===== src/sv/avp_pkg.sv =====
// Shared constants, tables, command/status structs and arithmetic helpers
// for the autocorrelation pitch vocoder. No dependencies.
`default_nettype none
package avp_pkg;

	localparam int LAGS    = 128;
	localparam int RING    = 2 * LAGS;
	localparam int SW      = 24;
	localparam int FRAC    = SW - 1;
	localparam int LAG_W   = $clog2(LAGS);
	localparam int POS_W   = $clog2(RING);
	localparam int NOTE_W  = 7;
	localparam int NOTES   = 128;
	localparam int KEEP_W  = 16;
	localparam int ACC_W   = 32;
	localparam int ROOT_W  = 23;
	localparam int P44_SH  = 2 * FRAC - 44;
	localparam int OUT_SH  = 28 - FRAC;
	localparam int DRAIN_W = 2;
	localparam logic [DRAIN_W-1:0] DRAIN_LAST = DRAIN_W'(2);
	localparam logic [KEEP_W-1:0] LEAK_RST = 16'd65372;

	localparam logic [63:0] PI_Q30   = 64'd3373259426;
	localparam logic [63:0] SEMI_Q32 = 64'd255392046;
	localparam logic [63:0] TOP_STEP = 64'd647154683;

	typedef logic [15:0] win_tab_t [RING];
	typedef logic [31:0] pitch_tab_t [NOTES];

	typedef struct packed {
		logic             accept;
		logic             clr;
		logic             lag_issue;
		logic             ola_issue;
		logic             rs_start;
		logic             emit_rd;
		logic             emit_wr;
		logic [POS_W-1:0] idx;
	} cmd_t;

	typedef struct packed {
		logic wrap;
		logic rs_busy;
		logic out_busy;
	} sts_t;

	typedef enum logic [9:0] {
		S_CLR  = 10'b0000000001,
		S_IDLE = 10'b0000000010,
		S_LAG  = 10'b0000000100,
		S_LDRN = 10'b0000001000,
		S_RS0  = 10'b0000010000,
		S_RSW  = 10'b0000100000,
		S_OLA  = 10'b0001000000,
		S_ODRN = 10'b0010000000,
		S_EMR  = 10'b0100000000,
		S_EMW  = 10'b1000000000
	} state_t;

	// sin^2 window by truncated series, symmetric about LAGS
	function automatic win_tab_t build_window();
		win_tab_t w;
		logic [63:0] one;
		logic [63:0] x;
		logic [63:0] x2;
		logic [63:0] b;
		logic [63:0] s;
		logic [63:0] v;
		one = 64'd1 << 30;
		for (int i = 0; i <= LAGS; i++) begin
			x  = PI_Q30 * 64'(i) / 64'(RING);
			x2 = (x * x + (64'd1 << 29)) >> 30;
			b  = one;
			b  = one - ((x2 * b) >> 30) / 64'd110;
			b  = one - ((x2 * b) >> 30) / 64'd72;
			b  = one - ((x2 * b) >> 30) / 64'd42;
			b  = one - ((x2 * b) >> 30) / 64'd20;
			b  = one - ((x2 * b) >> 30) / 64'd6;
			s  = (x * b) >> 30;
			v  = (s * s + (64'd1 << 43)) >> 44;
			if (v > 64'd65535) begin
				v = 64'd65535;
			end
			w[i] = v[15:0];
			if (i > 0 && i < LAGS) begin
				w[RING-i] = v[15:0];
			end
		end
		return w;
	endfunction

	// phase increments: top octave by semitone steps, lower octaves halved
	function automatic pitch_tab_t build_pitch();
		pitch_tab_t p;
		logic [63:0] top [12];
		logic [63:0] v;
		int d;
		int o;
		top[0] = TOP_STEP;
		for (int k = 1; k < 12; k++) begin
			top[k] = top[k-1] + ((top[k-1] * SEMI_Q32 + (64'd1 << 31)) >> 32);
		end
		for (int n = 0; n < NOTES; n++) begin
			d = 127 - n;
			o = d / 12;
			v = top[11 - d % 12];
			if (o > 0) begin
				v = (v + (64'd1 << (o - 1))) >> o;
			end
			p[n] = v[31:0];
		end
		return p;
	endfunction

	localparam win_tab_t   WINDOW = build_window();
	localparam pitch_tab_t PITCH  = build_pitch();
	localparam logic [31:0] STEP_RST = PITCH[60];

	function automatic logic signed [ACC_W-1:0] sat32(input logic signed [63:0] v);
		if (v > 64'sd2147483647) begin
			return 32'sh7fffffff;
		end else if (v < -64'sd2147483648) begin
			return 32'sh80000000;
		end
		return v[ACC_W-1:0];
	endfunction

endpackage
`default_nettype wire


===== src/sv/avp_ctrl.sv =====
// Sequencer: clearing pass, lag sweep, scale, overlap-add sweep, emit.
// Depends on avp_pkg.
`default_nettype none
module avp_ctrl (
	input  wire logic          clk,
	input  wire logic          arst_n,
	input  wire logic          in_valid,
	output logic               in_ready,
	output avp_pkg::cmd_t      cmd,
	input  wire avp_pkg::sts_t sts
);
	localparam int PW = avp_pkg::POS_W;
	localparam logic [PW-1:0] CLR_LAST = PW'(avp_pkg::RING - 1);
	localparam logic [PW-1:0] LAG_LAST = PW'(avp_pkg::LAGS - 1);
	localparam logic [PW-1:0] OLA_LAST = PW'(avp_pkg::RING - 2);

	avp_pkg::state_t state_q;
	logic [PW-1:0]               idx_q;
	logic [avp_pkg::DRAIN_W-1:0] drn_q;

	always_ff @(posedge clk or negedge arst_n) begin
		if (!arst_n) begin
			state_q <= avp_pkg::S_CLR;
			idx_q   <= '0;
			drn_q   <= '0;
		end else begin
			case (state_q)
				avp_pkg::S_CLR: begin
					idx_q <= idx_q + 1'b1;
					if (idx_q == CLR_LAST) begin
						state_q <= avp_pkg::S_IDLE;
					end
				end
				avp_pkg::S_IDLE: begin
					idx_q <= '0;
					if (in_valid) begin
						state_q <= avp_pkg::S_LAG;
					end
				end
				avp_pkg::S_LAG: begin
					idx_q <= idx_q + 1'b1;
					drn_q <= '0;
					if (idx_q == LAG_LAST) begin
						state_q <= avp_pkg::S_LDRN;
					end
				end
				avp_pkg::S_LDRN: begin
					drn_q <= drn_q + 1'b1;
					if (drn_q == avp_pkg::DRAIN_LAST) begin
						state_q <= sts.wrap ? avp_pkg::S_RS0 : avp_pkg::S_EMR;
					end
				end
				avp_pkg::S_RS0: begin
					state_q <= avp_pkg::S_RSW;
				end
				avp_pkg::S_RSW: begin
					idx_q <= '0;
					if (!sts.rs_busy) begin
						state_q <= avp_pkg::S_OLA;
					end
				end
				avp_pkg::S_OLA: begin
					idx_q <= idx_q + 1'b1;
					drn_q <= '0;
					if (idx_q == OLA_LAST) begin
						state_q <= avp_pkg::S_ODRN;
					end
				end
				avp_pkg::S_ODRN: begin
					drn_q <= drn_q + 1'b1;
					if (drn_q == avp_pkg::DRAIN_LAST) begin
						state_q <= avp_pkg::S_EMR;
					end
				end
				avp_pkg::S_EMR: begin
					if (!sts.out_busy) begin
						state_q <= avp_pkg::S_EMW;
					end
				end
				avp_pkg::S_EMW: begin
					state_q <= avp_pkg::S_IDLE;
				end
				default: begin
					state_q <= avp_pkg::S_IDLE;
				end
			endcase
		end
	end

	always_comb begin
		in_ready      = state_q == avp_pkg::S_IDLE;
		cmd.accept    = in_ready && in_valid;
		cmd.clr       = state_q == avp_pkg::S_CLR;
		cmd.lag_issue = state_q == avp_pkg::S_LAG;
		cmd.ola_issue = state_q == avp_pkg::S_OLA;
		cmd.rs_start  = state_q == avp_pkg::S_RS0;
		cmd.emit_rd   = (state_q == avp_pkg::S_EMR) && !sts.out_busy;
		cmd.emit_wr   = state_q == avp_pkg::S_EMW;
		cmd.idx       = idx_q;
	end
endmodule
`default_nettype wire


===== config.mk =====
export PLATFORM = sky130hd
export DESIGN_NAME = avp_ctrl
export DESIGN_NICKNAME = d
export VERILOG_FILES = /design/src/sv/avp_pkg.sv /design/src/sv/avp_ctrl.sv
export SDC_FILE = /design/constraint.sdc
export NUM_CORES = 1
export LEC_CHECK = 0
export ABC_CLOCK_PERIOD_IN_PS = 2000
export BUFFER_PORTS_ARGS = -buffer_cell sky130_fd_sc_hd__buf_2
export CAP_MARGIN = 20
export CORE_UTILIZATION = 30
export DETAILED_ROUTE_END_ITERATION = 7
export SLEW_MARGIN = 5
export SYNTH_ARGS = -nofsm -noshare
export SYNTH_HDL_FRONTEND = slang
export SYNTH_SLANG_ARGS = --single-unit

===== constraint.sdc =====
create_clock -name clk -period 2 [get_ports clk]
set_clock_uncertainty 0.05 [all_clocks]
set_input_delay 0.2 -clock clk [delete_from_list [all_inputs] [get_ports clk]]
set_output_delay 0.2 -clock clk [all_outputs]
set_load 0.02 [all_outputs]

# Yosys cells after proc, flatten, opt, wreduce, memory -nomap -nowiden
# Index checks and enable logic that the tools add are counted.
# word_totals
register_bits	20
input_bits	6
out_inout_bits	16
wordCells	49
# op_classes
add_sub_neg	2
n_eq_ne	22
muxes	12
reduce_logical	10
# op_table
op	n
$pmux W10 S9	1
$mux W10	8
$eq A8 B8 Y1 const B	2
$pmux W8 S2	1
$eq A10 B1 Y1 const B	1
$eq A10 B10 Y1 const B	1
$eq A10 B2 Y1 const B	1
$eq A10 B3 Y1 const B	1
$eq A10 B4 Y1 const B	1
$eq A10 B5 Y1 const B	1
$eq A10 B6 Y1 const B	1
$eq A10 B7 Y1 const B	1
$eq A10 B8 Y1 const B	1
$eq A10 B9 Y1 const B	1
$ne A2 B2 Y1 const B	5
$mux W9	1
$add A8 B1 Y8 const B	1
$eq A8 B7 Y1 const B	1
$reduce_and A8 Y1	1
$ne A2 B1 Y1 const B	3
$reduce_or A2 Y1	3
$pmux W2 S2	1
$reduce_bool A2 Y1	2
$reduce_or A3 Y1	1
other kinds (4)	5

# Longest topological paths before layout
# Gate-level depths: netlist of run 1.
# logic_depth
depth_word	3
depth_mapped	7

# Worst setup path before layout of run 1
# Ideal clock, no wire load.
# synth_path
path_type	register -> register
from	register state_q[8]
to	register state_q[2]
setup_time_ns	0.079
arrival_ns	2.033
required_ns	1.871
setup_slack_ns	-0.162
stages_incl_launch_ff	7
period_less_slack_ns	2.162
path_cell_list	dfrtp_1 clkbuf_1 nor3_1 nand3b_1 nor3b_1 and2_1 o21bai_1
# synth_via
elab_chain_cells	3
elab_cells_between_ends	19
classes_between	eq/ne: 17; mux: 1; reduce/logical: 1
# synth_lines
element	line	source
start, declared	avp_ctrl.sv:17	avp_pkg::state_t state_q;
start signal, assigned	avp_ctrl.sv:23	state_q <= avp_pkg::S_CLR;
start signal, assigned	avp_ctrl.sv:31	state_q <= avp_pkg::S_IDLE;
start signal, assigned	avp_ctrl.sv:37	state_q <= avp_pkg::S_LAG;
$eq A10 B2 Y1 (*)	n/a	
via in_ready	avp_ctrl.sv:8	output logic in_ready,
$ne A2 B2 Y1 (no line)	n/a	
$reduce_and A8 Y1 (no line)	n/a	
# Mark *: on every way through the listed nets, which the timed path passes. The rest lies on a longest branch.
# A chain may end at the register's enable or synchronous reset.

==> summary.txt, run 1 <==
status -> completed
Most used DFF post-synth -> dfrtp_1
io pins -> 22
Final Max Tran Viols -> 0
number of synthesized flops with an enable pin -> 0
largest net degree at the start of global routing -> 21
critical path's top delay family -> simple AND/OR/NAND/NOR gates
Synth Area in Adders -> 3.00%
YS warnings -> 0
initial antenna violation count -> 0
Cell Int Power -> 1.17 mW
CTS tree -> yes
via count -> 1196
Post-Syn Area -> 1250 sq um
DR iter-0 viols -> 91
final wirelength -> 3350 microns
WL per Instance -> 14.8 microns
Initial Utilization -> 31.2%
die height -> 66.6 microns
sw power -> 0.781 mW
Leak Pwr -> 0.824 nW
share of cells above drive strength 1 -> 39.2%
total gr overflow -> 0
kind of critical path -> reg2out
Fin Setup TNS -> 0 ns
Seq/Total Area, Yosys -> 40.1%
Num Clock Sinks -> 20
mux cell area share after synthesis -> 1.70%
Final setup violation count -> 0
critical-path cell list -> nor4_4 -> buf_4 -> nand3b_1 -> nor3b_2 -> and2_4 -> buf_6
XOR/XNOR Fraction of Synth Area -> 2.80%
DRC -> 0
startpoint types -> flip-flop
area of the die -> 4430 sq um
Final Wtd Congestion -> 0.853
row count -> 23
Clock power frac -> 14.1%
crit-path max cell delay -> 0.43 ns
average cell area after synthesis -> 9.47 sq um
commonest non-fill, non-tap cell in the layout -> buf_4
crit end category -> output pin
CTS root buf -> clkbuf_8
final std cells w/o fill -> 226
Cell variety after synth -> 41
Peak VDD IR -> 0.535 mV
slowest CP cell -> dfrtp_2
RSZ-0062 raised after global routing -> yes
asr flop ratio synth -> 100%
Hold WC Path Type -> in2reg
flops & latches, synth -> 20
max-cap violation count -> 0
Layout area overhead -> 37.1%
highest-count cells in the layout ignoring fill and taps -> 22 x buf_4, 17 x buf_2, 15 x dfrtp_1, 10 x nand2_1
sequential power share -> 30.1%
Final Critical Period -> 1.99 ns
fmax -> 0.502 GHz
Compound-Gate Fraction of Synth Area -> 15.7%
HPWL after DPL -> 2360 microns
via/cell ratio -> 5.29
Sw Share -> 40.1%
core area -> 4000 sq um
first-pass GRT wire length -> 5130 microns
endpoints failing hold -> 0
total track usage -> 15.2%
number of CTS-inserted buffers -> 3
maximum fanout along the worst path -> 4
worst rel slew slack -> 69.7%
Ant. Diodes -> 0
Synth Area in Simple Gates -> 32.2%
critical path arrival -> 1.74 ns
die width -> 66.6 microns
port bufs -> 21
CP required -> 1.75 ns
Post-Syn Nets -> 141
combinational family with the most area after synthesis -> simple AND/OR/NAND/NOR gates
DRT antenna net count -> 0
CP Buf/Inv Count -> 2
drt pass-1 iters -> 4
CTS H-tree depth -> 1
PwrDens -> 1140 nW/um^2
Synth Instances -> 132
Final nets -> 186
vias in the first global route -> 1083
Logic pwr share -> 55.9%
Placed Cells -> 209
Worst Tran Pin Value -> 0.455 ns
Worst-path clk slew -> 0.08 ns
worst skew pair latency -> 0.25 ns
clock buffer depth -> 2
period utilization -> 99.6%
-- per-layer routing --
layer	vias up	GRT usage [%]	share of wire [%]
met4	0	5.32	1.4
met5	-	0	0
met3	6	2.57	3.0
li1	577	-	-
met1	589	20.4	45
met2	24	24.5	51
-- cells in the mapped netlist, types with 3 or more instances --
cell | instances | area (sq um)
nor4_1 | 5 | 31.3
and2_1 | 4 | 25.0
o21ai_0 | 8 | 40.0
nor3_1 | 5 | 25.0
nand3_1 | 8 | 40.0
a21oi_1 | 3 | 15.0
nand2_1 | 10 | 37.5
inv_1 | 7 | 26.3
dfrtp_1 | 19 | 475
ha_1 | 3 | 37.5
nand4b_1 | 3 | 26.3
nand4_1 | 4 | 25.0
and3_1 | 3 | 18.8
o31ai_1 | 4 | 30.0
xor2_1 | 3 | 26.3
nor3b_1 | 3 | 22.5
nor2_1 | 7 | 26.3
-- area by class of cell --
class                   instances  area, sq um
inverters                       7         26.3
clock buffers                   4         45.0
well taps                      50         62.6
flip-flops and latches         20          507
repair buffers                 45          317
multi-input cells             100          757
fillers                       388         2290
-- worst paths after layout --
kind	to	slack (ns)	depth (start not counted)	startpoint
max	cmd[14]	0.007	6	state_q[6]$_DFFE_PN0P_
min	state_q[9]$_DFFE_PN0P_	0.08	2	sts[0]
max reg2reg	state_q[7]$_DFFE_PN0P_	0.05	7	state_q[6]$_DFFE_PN0P_
min reg2reg	drn_q[0]$_DFFE_PN0P_	0.45	1	drn_q[0]$_DFFE_PN0P_
max in group asynchronous	state_q[0]$_DFFE_PN1P_	1.18	2	arst_n
min in group asynchronous	state_q[7]$_DFFE_PN0P_	0.38	2	arst_n
-- stage by stage --
stage                     util (%)  power (mW)  hold slack [ns]  setup slack (ns)  instance area (sq um)
final                         42.9        1.95           0.0787           0.00723                   1710
after global routing          42.9        2.09           0.0771           -0.0746                   1710
after CTS                     39.5        1.77           0.0866            0.0102                   1580
after detailed placement      36.9        1.44            0.126            0.0663                   1480
after global placement        36.9        1.41            0.122            0.0937                   1480
after floorplan                  -        1.14           -0.146            0.0593                   1250
-- sequential cells by signal (all words and copies together), names as in the netlist --
signal and flops:
drn_q 2, state_q 10, idx_q 8
-- cell families after synthesis --
logic type	after synthesis
AO/OA/AOI/OAI	27
XOR/XNOR	4
adder cells (fa/ha/maj)	3
buffers and inverters	12
flip-flops	20
multiplexers	2
AND/OR/NAND/NOR	64
-- power groups by stage --
stage	Clock [mW]	Sequential, mW	Combinational [mW]
final	0.274	0.587	1.09
after global routing	0.297	0.599	1.19
after CTS	0.276	0.583	0.909
after detailed placement	0	0.585	0.856
after global placement	0	0.579	0.834
after floorplan	0	0.572	0.567
-- timing repair --
action / CTS / global route
buffers inserted: 3 / 9
endpoints found under the setup margin: 3 / 19
pin swaps: 1 / 9
endpoints found under the hold margin: 19 / 0
hold buffers: 1 / 0
gates resized for setup: 8 / 17
No activity file was read; power rests on OpenSTA's default activity.
==> inputs of run 2 (changes only) <==
--- a/config.mk
+++ b/config.mk
@@ -5,7 +5,7 @@
 export SDC_FILE = /design/constraint.sdc
 export NUM_CORES = 1
 export LEC_CHECK = 0
-export ABC_CLOCK_PERIOD_IN_PS = 2000
+export ABC_CLOCK_PERIOD_IN_PS = 1780
 export BUFFER_PORTS_ARGS = -buffer_cell sky130_fd_sc_hd__buf_2
 export CAP_MARGIN = 20
 export CORE_UTILIZATION = 30
==> constraint.sdc (replaced) <==
create_clock -name clk -period 1.78 [get_ports clk]
set_clock_uncertainty 0.05 [all_clocks]
set_input_delay 0.178 -clock clk [delete_from_list [all_inputs] [get_ports clk]]
set_output_delay 0.178 -clock clk [all_outputs]
set_load 0.02 [all_outputs]
==> summary.txt, run 2 (synthesis gave the netlist of run 1 again) <==
Final nets -> 202 (was 186)
commonest non-fill, non-tap cell in the layout -> buf_4 (unchanged)
port bufs -> 21 (unchanged)
Total Power -> 2.45 mW (was 1.95 mW)
DRC -> 0 (unchanged)
die width -> 66.6 microns (unchanged)
Initial Utilization -> 31.2% (unchanged)
PwrDens -> 1260 nW/um^2 (was 1140 nW/um^2)
Worst-path clk slew -> 0.08 ns (about the same)
Final Critical Period -> 1.97 ns
kind of critical path -> reg2out (unchanged)
endpoints failing hold -> 0 (unchanged)
final wirelength -> 3710 microns (was 3350 microns)
highest-count cells in the layout ignoring fill and taps -> 37 x buf_4, 15 x buf_2, 14 x dfrtp_1, 9 x nand2_1, 8 x buf_6 (was 22 x buf_4, 17 x buf_2, 15 x dfrtp_1, 10 x nand2_1)
total track usage -> 17.0% (was 15.2%)
Reg2Reg Depth -> 7 (unchanged)
drt pass-1 iters -> 4 (unchanged)
row count -> 23 (unchanged)
CTS tree -> yes (unchanged)
Largest register FFs -> 10 (unchanged)
Worst Hold Depth -> 2 (unchanged)
startpoint types -> flip-flop (unchanged)
Final Max Tran Viols -> 0 (unchanged)
worst skew pair latency -> 0.26 ns (was 0.25 ns)
initial antenna violation count -> 0 (unchanged)
largest net degree at the start of global routing -> 21 (unchanged)
CTS H-tree depth -> 1 (unchanged)
total gr overflow -> 0 (unchanged)
DRT antenna net count -> 0 (unchanged)
WL per Instance -> 15.3 microns (was 14.8 microns)
Layout area overhead -> 55.1% (was 37.1%)
period utilization -> 111%
share of cells above drive strength 1 -> 52.1% (was 39.2%)
Regs by FF count -> state_q: 10 flops, idx_q: 8 flops, drn_q: 2 flops (unchanged)
Worst Tran Pin Value -> 0.458 ns (was 0.455 ns)
violated checks -> negative setup slack
io pins -> 22 (unchanged)
Num Clock Sinks -> 20 (unchanged)
crit end category -> output pin (unchanged)
reg2reg setup slack -> -0.17 ns (was 0.05 ns)
PnR worst setup slack -> -0.188 ns (was 0.00723 ns)
area of the die -> 4430 sq um (unchanged)
critical path arrival -> 1.74 ns (about the same)
status -> complete, but fails checks (was completed)
Peak VDD IR -> 0.501 mV (was 0.535 mV)
Ant. Diodes -> 0 (unchanged)
Leak Pwr -> 0.924 nW (was 0.824 nW)
RSZ-0062 raised after global routing -> yes (unchanged)
CTS root buf -> clkbuf_8 (unchanged)
CP required -> 1.55 ns (was 1.75 ns)
number of CTS-inserted buffers -> 3 (unchanged)
worst rel slew slack -> 69.5% (was 69.7%)
largest register by flop count -> state_q (unchanged)
die height -> 66.6 microns (unchanged)
clock buffer depth -> 2 (unchanged)
via count -> 1244 (was 1196)
Hold WC Path Type -> in2reg (unchanged)
first-pass GRT wire length -> 5570 microns (was 5130 microns)
HPWL after DPL -> 2500 microns (was 2360 microns)
fmax -> 0.508 GHz
DR iter-0 viols -> 45 (was 91)
maximum fanout along the worst path -> 6 (was 4)
core area -> 4000 sq um (unchanged)
Final Wtd Congestion -> 0.819 (was 0.853)
vias in the first global route -> 1228 (was 1083)
Final setup violation count -> 19 (was 0)
max-cap violation count -> 0 (unchanged)
final core utilization -> 48.5% (was 42.9%)
via/cell ratio -> 5.14 (was 5.29)
[run 2: cell types whose count changed in the layout (fill, tap and decap cells not counted), sizes merged]
cell / previous run / this run
buf: 44 / 60
[run 2: routing by layer]
metal | vias up | wire (microns) | GRT usage (%) | share of wire (%)
met5 | - | 0 | 0 | 0
met4 | 0 | 80 | 7.45 | 2.2
met3 | 9 | 94 | 1.54 | 2.5
met2 | 28 | 1900 | 29.0 | 51
met1 | 602 | 1640 | 21.6 | 44
li1 | 605 | - | - | -
[run 2: worst paths after layout]
kind / start / endpoint
max: state_q[3]$_DFFE_PN0P_ / cmd[14]
min: sts[0] / state_q[9]$_DFFE_PN0P_
max reg2reg: state_q[3]$_DFFE_PN0P_ / state_q[3]$_DFFE_PN0P_
min reg2reg: drn_q[0]$_DFFE_PN0P_ / drn_q[0]$_DFFE_PN0P_
max in group asynchronous: arst_n / state_q[0]$_DFFE_PN1P_
min in group asynchronous: arst_n / state_q[3]$_DFFE_PN0P_
[run 2: layout make-up]
| cell class | instances | area [sq um] |
|---|---|---|
| clock buffers | 4 | 55.1 |
| fillers | 367 | 2060 |
| repair buffers | 61 | 453 |
| well taps | 50 | 62.6 |
| inverters | 7 | 26.3 |
| flip-flops and latches | 20 | 508 |
| multi-input cells | 100 | 833 |
[run 2: metrics by stage]
| step | cell area (sq um) | instances | setup TNS (ns) | hold slack [ns] | setup WS [ns] |
|---|---|---|---|---|---|
| 4_1_cts | 1860 | 241 | -1.99 | 0.0353 | -0.190 |
| 3_3_place_gp | 1610 | 225 | -0.784 | 0.102 | -0.138 |
| 6_report | 1940 | 242 | -2.04 | 0.0424 | -0.188 |
| 5_1_grt | 1940 | 242 | -3.22 | 0.0463 | -0.255 |
| 2_1_floorplan | 1270 | 132 | -0.313 | -0.168 | -0.0494 |
| 3_5_place_dp | 1610 | 225 | -1.51 | 0.102 | -0.201 |
[run 2: worst max-delay path: stages, from the launching register on]
cell,delay [ns]
dfrtp_1,0.41
nor4_4,0.26
buf_4,0.18
nand3b_1,0.12
nor3b_4,0.21
and2_4,0.17
buf_6,0.11
[run 2: where the power goes]
group	total, mW	switching [mW]	internal (mW)
sequential	0.637	0.102	0.535
clock	0.354	0.157	0.197
combinational	1.45	0.729	0.725
[run 2: timing repair]
item | 4_1_cts | 5_1_grt
resized for setup | 35 | 16
endpoints found under the hold margin | 19 | 0
endpoints found under the setup margin | 22 | 24
pin swaps | 12 | 6
buffers inserted | 11 | 1
hold buffers | 1 | 0
==> inputs of run 3 (changes only) <==
--- a/config.mk
+++ b/config.mk
@@ -8,6 +8,7 @@
 export ABC_CLOCK_PERIOD_IN_PS = 1780
 export BUFFER_PORTS_ARGS = -buffer_cell sky130_fd_sc_hd__buf_2
 export CAP_MARGIN = 20
+export CORE_MARGIN = 5
 export CORE_UTILIZATION = 30
 export DETAILED_ROUTE_END_ITERATION = 7
 export SLEW_MARGIN = 5
==> summary.txt, run 3 (synthesis gave the netlist of run 1 again) <==
area of the die -> 5560 sq um (was 4430 sq um)
PnR worst setup slack -> -0.159 ns (was -0.188 ns)
initial antenna violation count -> 0 (unchanged)
io pins -> 22 (unchanged)
max-cap violation count -> 0 (unchanged)
Regs by FF count -> state_q: 10 flops, idx_q: 8 flops, drn_q: 2 flops (unchanged)
crit-path max cell delay -> 0.41 ns (about the same)
slowest CP cell -> dfrtp_1 (unchanged)
critical-path cell list -> nor4_4 -> buf_4 -> nand3b_1 -> nor3b_4 -> and2_4 -> buf_6 (unchanged)
Num Clock Sinks -> 20 (unchanged)
Final setup violation count -> 17 (was 19)
CTS H-tree depth -> 1 (unchanged)
maximum fanout along the worst path -> 5 (was 6)
final core utilization -> 47.7% (was 48.5%)
Initial Utilization -> 31.0% (was 31.2%)
largest net degree at the start of global routing -> 21 (unchanged)
violated checks -> negative setup slack (unchanged)
DRC -> 0 (unchanged)
met2 routed WL -> 1880 microns (was 1900 microns)
CP Buf/Inv Count -> 2 (unchanged)
period utilization -> 109% (was 111%)
Placed Cells -> 228 (was 225)
critical path arrival -> 1.71 ns (was 1.74 ns)
drt pass-1 iters -> 4 (unchanged)
final wirelength -> 3720 microns (was 3710 microns)
fill count -> 395 (was 367)
die width -> 74.6 microns (was 66.6 microns)
DR iter-0 viols -> 63 (was 45)
Final Wtd Congestion -> 0.823 (was 0.819)
clock buffer depth -> 2 (unchanged)
kind of critical path -> reg2out (unchanged)
CP required -> 1.55 ns (about the same)
Layout area overhead -> 53.7% (was 55.1%)
number of CTS-inserted buffers -> 3 (unchanged)
Worst Tran Pin Value -> 0.483 ns (was 0.458 ns)
Final Max Tran Viols -> 0 (unchanged)
total track usage -> 13.7% (was 17.0%)
Worst-path clk slew -> 0.09 ns (was 0.08 ns)
via count -> 1266 (was 1244)
Largest register FFs -> 10 (unchanged)
Final nets -> 202 (unchanged)
PwrDens -> 1250 nW/um^2 (was 1260 nW/um^2)
Final Critical Period -> 1.94 ns (was 1.97 ns)
Hold WC Path Type -> in2reg (unchanged)
Peak VDD IR -> 0.780 mV (was 0.501 mV)
via/cell ratio -> 5.23 (was 5.14)
core area -> 4030 sq um (was 4000 sq um)
Leak Pwr -> 0.929 nW (was 0.924 nW)
first-pass GRT wire length -> 5870 microns (was 5570 microns)
DR WL met3 -> 169 microns (was 94 microns)
WL met1 -> 1640 microns (about the same)
highest-count cells in the layout ignoring fill and taps -> 38 x buf_4, 16 x buf_2, 14 x dfrtp_1, 10 x nand2_1, 7 x nand3_1 (was 37 x buf_4, 15 x buf_2, 14 x dfrtp_1, 9 x nand2_1, 8 x buf_6)
CTS root buf -> clkbuf_8 (unchanged)
RSZ-0062 raised after global routing -> yes (unchanged)
critical path's top delay family -> simple AND/OR/NAND/NOR gates (unchanged)
final std cells w/o fill -> 242 (unchanged)
Fin Setup TNS -> -1.19 ns (was -2.04 ns)
Ant. Diodes -> 0 (unchanged)
total gr overflow -> 0 (unchanged)
largest register by flop count -> state_q (unchanged)
row count -> 23 (unchanged)
CTS tree -> yes (unchanged)
status -> complete, but fails checks (unchanged)
vias in the first global route -> 1279 (was 1228)
port bufs -> 21 (unchanged)
die height -> 74.6 microns (was 66.6 microns)
fmax -> 0.516 GHz (was 0.508 GHz)
share of cells above drive strength 1 -> 52.1% (unchanged)
worst skew pair latency -> 0.26 ns (about the same)
Total Power -> 2.40 mW (was 2.45 mW)
worst rel slew slack -> 67.8% (was 69.5%)
HPWL after DPL -> 2570 microns (was 2500 microns)
commonest non-fill, non-tap cell in the layout -> buf_4 (unchanged)
DRT antenna net count -> 0 (unchanged)
crit end category -> output pin (unchanged)
endpoints failing hold -> 0 (unchanged)
startpoint types -> flip-flop (unchanged)
max layer used -> met4 (unchanged)
WL per Instance -> 15.4 microns (was 15.3 microns)
==> run 3: changes by cell type in the layout (fill, tap and decap cells not counted), moves of 2 or more <==
cell | previous run | this run
o21ai_1 | 6 | 2
a21oi_1 | 1 | 3
a21oi_2 | 2 | 0
buf_6 | 8 | 6
o21ai_2 | 1 | 3
o31ai_1 | 2 | 0
o31ai_2 | 2 | 4
==> run 3: what timing repair did <==
| action | CTS | global route |
|---|---|---|
| hold buffers | 1 | 0 |
| gates resized for setup | 10 | 36 |
| buffers inserted | 6 | 3 |
| pin swaps | 4 | 9 |
| endpoints found under the setup margin | 17 | 22 |
| hold endpoints to repair | 19 | 0 |
==> run 3: through the flow <==
step	area, sq um	worst slack [ns]	hold slack [ns]
2_1_floorplan	1270	-0.0494	-0.168
3_3_place_gp	1640	-0.0621	0.104
3_5_place_dp	1640	-0.0998	0.108
4_1_cts	1780	-0.178	0.0359
5_1_grt	1920	-0.289	0.0690
6_report	1920	-0.159	0.0598
==> run 3: metal layers <==
layer | track usage [%] | vias up
met5 | 0 | -
li1 | - | 607
met1 | 17.2 | 615
met4 | 3.75 | 0
met3 | 3.24 | 4
met2 | 23.3 | 40
==> run 3: final timing paths <==
| kind | startpoint | end | slack, ns | cells past startpoint |
|---|---|---|---|---|
| setup / recovery | state_q[3]$_DFFE_PN0P_ | cmd[14] | -0.16 | 6 |
| hold / removal | sts[0] | state_q[9]$_DFFE_PN0P_ | 0.06 | 2 |
| setup reg to reg | state_q[3]$_DFFE_PN0P_ | state_q[7]$_DFFE_PN0P_ | -0.08 | 7 |
| hold reg to reg | drn_q[0]$_DFFE_PN0P_ | drn_q[0]$_DFFE_PN0P_ | 0.45 | 1 |
| max in group asynchronous | arst_n | idx_q[0]$_DFFE_PN0P_ | 0.97 | 2 |
| min in group asynchronous | arst_n | state_q[9]$_DFFE_PN0P_ | 0.35 | 2 |
==> run 3: cell type report <==
| cell class | count | area [sq um] | area share (%) |
|---|---|---|---|
| Multi-Input combinational cell | 100 | 826 | 43.0 |
| Sequential cell | 20 | 508 | 26.4 |
| Timing Repair Buffer | 61 | 443 | 23.1 |
| Tap cell | 50 | 62.6 | 3.26 |
| Clock buffer | 4 | 55.1 | 2.87 |
| Inverter | 7 | 26.3 | 1.37 |
==> run 3: power by group <==
| group | total (mW) | leakage (nW) | switching (mW) | internal (mW) |
|---|---|---|---|---|
| combinational | 1.40 | 0.639 | 0.708 | 0.693 |
| sequential | 0.629 | 0.261 | 0.0934 | 0.535 |
| clock | 0.366 | 0.0288 | 0.169 | 0.197 |
